$ cat config.mk
export PLATFORM = sky130hd
export DESIGN_NAME = sphd_ctrl
export DESIGN_NICKNAME = d
export VERILOG_FILES = /design/src/hdl/spatial_hash_point_dedup_core_defines.svh /design/src/hdl/sphd_pkg.sv /design/src/hdl/sphd_ctrl.sv
export SDC_FILE = /design/constraint.sdc
export NUM_CORES = 1
export LEC_CHECK = 0
export BUFFER_PORTS_ARGS = -buffer_cell sky130_fd_sc_hd__buf_2
export CORE_AREA = 2 2 39 41
export DETAILED_ROUTE_END_ITERATION = 7
export DIE_AREA = 0 0 41 43
export PLACE_DENSITY = 0.73
export SLEW_MARGIN = 15
export SYNTH_ARGS = -nofsm -noshare
export SYNTH_HDL_FRONTEND = slang
export SYNTH_SLANG_ARGS = --single-unit
$ cat constraint.sdc
create_clock -name clk -period 1.6 [get_ports clk]
set_clock_uncertainty 0.05 [all_clocks]
set_input_delay 0.08 -clock clk [delete_from_list [all_inputs] [get_ports clk]]
set_output_delay 0.08 -clock clk [all_outputs]
set_load 0.02 [all_outputs]
$ cat src/hdl/spatial_hash_point_dedup_core_defines.svh
// assertion macros for the spatial hash point dedup core
`ifndef SPATIAL_HASH_POINT_DEDUP_CORE_DEFINES_SVH
`define SPATIAL_HASH_POINT_DEDUP_CORE_DEFINES_SVH
`ifndef SYNTHESIS
// implication in the same cycle, ignored during reset
`define SPHD_ASSERT_IMP(lbl, a, b) \
  lbl: assert property (@(posedge clk) disable iff (!rst_n) (a) |-> (b)) \
    else $error("assertion failed");
// implication checked in the next cycle, ignored during reset
`define SPHD_ASSERT_NXT(lbl, a, b) \
  lbl: assert property (@(posedge clk) disable iff (!rst_n) (a) |=> (b)) \
    else $error("assertion failed");
// implication checked in the next cycle, checked through reset too
`define SPHD_ASSERT_NXT_RST(lbl, a, b) \
  lbl: assert property (@(posedge clk) (a) |=> (b)) \
    else $error("assertion failed");
`else
`define SPHD_ASSERT_IMP(lbl, a, b)
`define SPHD_ASSERT_NXT(lbl, a, b)
`define SPHD_ASSERT_NXT_RST(lbl, a, b)
`endif
`endif

$ cat src/hdl/sphd_pkg.sv
// types and constants shared by the point dedup core
`timescale 1ns / 1ps
package sphd_pkg;
  localparam logic [31:0] PRIME_X    = 32'd73856093;
  localparam logic [31:0] PRIME_Y    = 32'd19349663;
  localparam logic [31:0] PRIME_Z    = 32'd83492791;
  localparam int          QUANT_FRAC = 28;
  localparam logic [31:0] QUANT_OFS  = 32'd50000;
  localparam logic [31:0] TOL_RESET  = 32'd720;
  localparam logic [31:0] SAT32      = 32'hFFFF_FFFF;
  localparam logic [40:0] AXIS_LIM   = 41'd65536;

  localparam logic [1:0] STAT_MATCH = 2'd0;
  localparam logic [1:0] STAT_NEW   = 2'd1;
  localparam logic [1:0] STAT_FULL  = 2'd2;

  typedef struct packed {
    logic signed [39:0] pos_x;
    logic signed [39:0] pos_y;
    logic signed [39:0] pos_z;
  } in_t;

  typedef struct packed {
    logic [15:0] site_id;
    logic [1:0]  status;
    logic [16:0] site_count;
  } out_t;

  typedef enum logic [3:0] {
    S_CLEAR, S_IDLE, S_QUANT, S_HASH, S_HEAD, S_HWAIT,
    S_LOOK, S_SQ, S_CMP, S_INSERT, S_DONE
  } state_t;

  typedef struct packed {
    logic clear;
    logic load;
    logic quant;
    logic hash;
    logic head_rd;
    logic head_take;
    logic fetch;
    logic square;
    logic advance;
    logic set_match;
    logic set_full;
    logic insert;
    logic out_load;
  } cmd_t;

  typedef struct packed {
    logic clear_last;
    logic walk_end;
    logic full;
    logic match;
    logic out_free;
  } stat_t;
endpackage

$ cat src/hdl/sphd_ctrl.sv
// sequencer for bucket clearing, hashing and chain walking
`timescale 1ns / 1ps
module sphd_ctrl (
  input  logic          clk,
  input  logic          rst_n,
  input  logic          in_valid,
  output logic          in_ready,
  input  sphd_pkg::stat_t stat,
  output sphd_pkg::cmd_t  cmd
);
  import sphd_pkg::*;

  state_t state_r, state_nxt;

  // state register
  always_ff @(posedge clk) begin
    if (!rst_n) begin
      state_r <= S_CLEAR;
    end else begin
      state_r <= state_nxt;
    end
  end

  // next state
  always_comb begin
    state_nxt = state_r;
    case (state_r)
      S_CLEAR:  if (stat.clear_last) state_nxt = S_IDLE;
      S_IDLE:   if (in_valid) state_nxt = S_QUANT;
      S_QUANT:  state_nxt = S_HASH;
      S_HASH:   state_nxt = S_HEAD;
      S_HEAD:   state_nxt = S_HWAIT;
      S_HWAIT:  state_nxt = S_LOOK;
      S_LOOK: begin
        if (!stat.walk_end) state_nxt = S_SQ;
        else if (stat.full) state_nxt = S_DONE;
        else state_nxt = S_INSERT;
      end
      S_SQ:     state_nxt = S_CMP;
      S_CMP:    state_nxt = stat.match ? S_DONE : S_LOOK;
      S_INSERT: state_nxt = S_DONE;
      S_DONE:   if (stat.out_free) state_nxt = S_IDLE;
      default:  state_nxt = S_CLEAR;
    endcase
  end

  // commands
  always_comb begin
    cmd = '0;
    in_ready = 1'b0;
    case (state_r)
      S_CLEAR:  cmd.clear = 1'b1;
      S_IDLE: begin
        in_ready = 1'b1;
        cmd.load = in_valid;
      end
      S_QUANT:  cmd.quant = 1'b1;
      S_HASH:   cmd.hash = 1'b1;
      S_HEAD:   cmd.head_rd = 1'b1;
      S_HWAIT:  cmd.head_take = 1'b1;
      S_LOOK: begin
        cmd.fetch = !stat.walk_end;
        cmd.set_full = stat.walk_end && stat.full;
      end
      S_SQ:     cmd.square = 1'b1;
      S_CMP: begin
        cmd.set_match = stat.match;
        cmd.advance = !stat.match;
      end
      S_INSERT: cmd.insert = 1'b1;
      S_DONE:   cmd.out_load = stat.out_free;
      default:  cmd = '0;
    endcase
  end
endmodule

==> impl_metrics.ini <==
[critical_path]
crit_fanout = 16
cp-startpoint = state_r[1]$_SDFFE_PN0P_
slowest_delay_ps = 500
timing_worst_setup_path_type = reg -> out
cp_data_required_time_ps = 1470
path_delay_family = flip-flops
start_kind = flip-flop
cp.arrival_ps = 1340
cp_slowest_cell = dfxtp_2
end_kind = output pin
worstPathCellList = nand2b_1, nor2_1, and2_1, buf_2
regToRegStartpoint = state_r[1]$_SDFFE_PN0P_
cp_num_buf_inv = 1

[layout]
regMostFlops = state_r
register_area_um2 = 85.1
syn_to_final_growth_pct = 28.8
antenna_cells = 0
drive_gt1_share_pct = 44.2
final_area_um2 = 611
finalNetCount = 96
multi_input_area_um2 = 352
fillers = 153
largest_reg_flops = 4
final_util_pct = 44.1
reg_top3 = state_r (4)

[global_routing]
grt_remaining_overflow = 0
grt_pass1_vias = 451
grt_antenna_before_repair = 0
grt_pass1_wl_um = 1900
grt_max_degree = 17
grt_usage_pct = 15.5

[sta]
fin_crit_sh_pct = 92.1
setup_viol = 0
slew_viol_final = 0
rsz0062_at_grt = no
setup_tns_ps = 0
relSlewSlack_pct = 79.5
hold_viol = 0
fin_ws_ps = 126
max_clock_freq_mhz = 678
worst_pin_slew_ps = 308
min_period_ps = 1470

[logic_synthesis]
synth_cell_types = 35
seq_area_frac_synth_pct = 16.9
syn_area_um2 = 474
yosysMostFrequentCell = nor2_1
synth_edf_count = 0
ys_seq_elements = 4
netlist_top_cells_area = dfxtp_1 17%, nand2b_1 6.6%, nor2_1 5.5%, buf_4 4.7%, nor4_1 4.0%
synth_top_area_share_pct = 16.9
synthArstFlopShare_pct = 0
yosys_warnings = 0
synth_ff_type = dfxtp_1
yosysTopAreaCell = dfxtp_1
synth.net_count = 72
avgSynthCellArea_um2 = 7.41
netlist_top_cells_count = 7 x nor2_1, 5 x nand2b_1, 4 x dfxtp_1
synthCells = 64

[clocking]
clk_pin_slew_ps = 40
cts_sinks = 4
clockBufferDepth = 2
clk_latency_ps = 240
htree_levels = 1
cts_tree = done
cts-buffers-inserted = 3
cts-root-buf = clkbuf_4

[die]
num_rows = 14
start_util_pct = 34.3
pin_count = 22
die_area_um2 = 1760
core_um2 = 1380
die_h_um = 43
die_w_um = 41

[pwr]
p_switching_mw = 0.351
leakage_nw = 0.279
ir_drop_v = 0.000478
clock_power_share_pct = 16.7
power_density_nw_per_um2 = 1230
power_frac_comb_pct = 54.2
internal_power_mw = 0.399
p_seq_share_pct = 29.1
p_sw_share_pct = 46.8

[outcome]
status = finished, final reports clean

[placement]
placedInstanceArea_um2 = 583
io_buffers = 21
pre_cts_ws_ps = 168
gp_congestion = 0.727
dp_hpwl_um = 937

[min_path]
hold_path.startpoint = rst_n
hp-class = in -> reg

[routing]
drtPass1Iterations = 2
drtIter0Drc = 1
viasPerCell = 5.33
drc = 0
vias = 544
wirelength_um = 1230
final_antenna_net_count = 0
wl_per_cell_um = 12.0

[job]
drv_cap = 0
## path summary, 6_finish.rpt
path	to	slack [ps]	depth (start not counted)
hold / removal	state_r[2]$_SDFFE_PN0P_	70	2
hold reg to reg	state_r[3]$_SDFFE_PN0P_	600	2
setup reg to reg	state_r[1]$_SDFFE_PN0P_	310	5
setup / recovery	cmd[0]	130	4
## through the flow
step	std cells	hold WS, ps	total power, mW
2_1_floorplan	64	148	0.527
3_3_place_gp	99	326	0.614
3_5_place_dp	99	325	0.620
4_1_cts	102	69.9	0.753
5_1_grt	102	73.1	0.804
6_report	102	72.9	0.750
## cell type report
cell class / count / area share [%]
Tap cell: 16 / 3.28
Timing Repair Buffer: 24 / 20.9
Inverter: 1 / 0.615
Multi-Input combinational cell: 54 / 57.6
Sequential cell: 4 / 13.9
Clock buffer: 3 / 3.69
## power by group through the flow
stage / sequential [mW] / combinational [mW] / clock (mW)
2_1_floorplan: 0.152 / 0.375 / 0
3_3_place_gp: 0.211 / 0.403 / 0
3_5_place_dp: 0.212 / 0.408 / 0
4_1_cts: 0.214 / 0.411 / 0.129
5_1_grt: 0.227 / 0.445 / 0.132
6_report: 0.218 / 0.406 / 0.125
## what timing repair did
action / CTS / global route
pin swaps: 0 / 0
hold buffers: 0 / 0
resized for setup: 3 / 1
hold endpoints to repair: 0 / 0
endpoints found under the setup margin: 4 / 2
setup buffers: 0 / 0
gates cloned: 0 / 0
## cells by family (layout without fill, tap and decap cells)
family	after synthesis	after routing	share of synthesized area, %
buf+inv	6	28	8.97
mux	1	1	2.11
compound gates	17	17	25.6
flops	4	4	16.9
simple gates	36	36	46.4
## routing by layer
| layer | up-vias | track usage [%] | share of wire, % |
|---|---|---|---|
| li1 | 281 | - | - |
| met1 | 249 | 17.4 | 40 |
| met2 | 12 | 26.6 | 55 |
| met5 | - | 0 | 0 |
| met4 | 0 | 8.00 | 0.90 |
| met3 | 2 | 1.57 | 3.7 |
## placed cells by master, fill, tap and decap left out, types with 3 or more instances in the layout
cell / synthesis / layout
buf_2: 1 / 21
nor2_1: 7 / 7
nand2b_1: 5 / 5
dfxtp_2: 0 / 4
nor3_1: 3 / 3
nor4_1: 3 / 3
nand2_1: 3 / 3
a21oi_1: 3 / 3
o21ai_1: 3 / 3
clkbuf_4: 0 / 3
buf_4: 3 / 3
No activity file was read; power rests on OpenSTA's default activity.
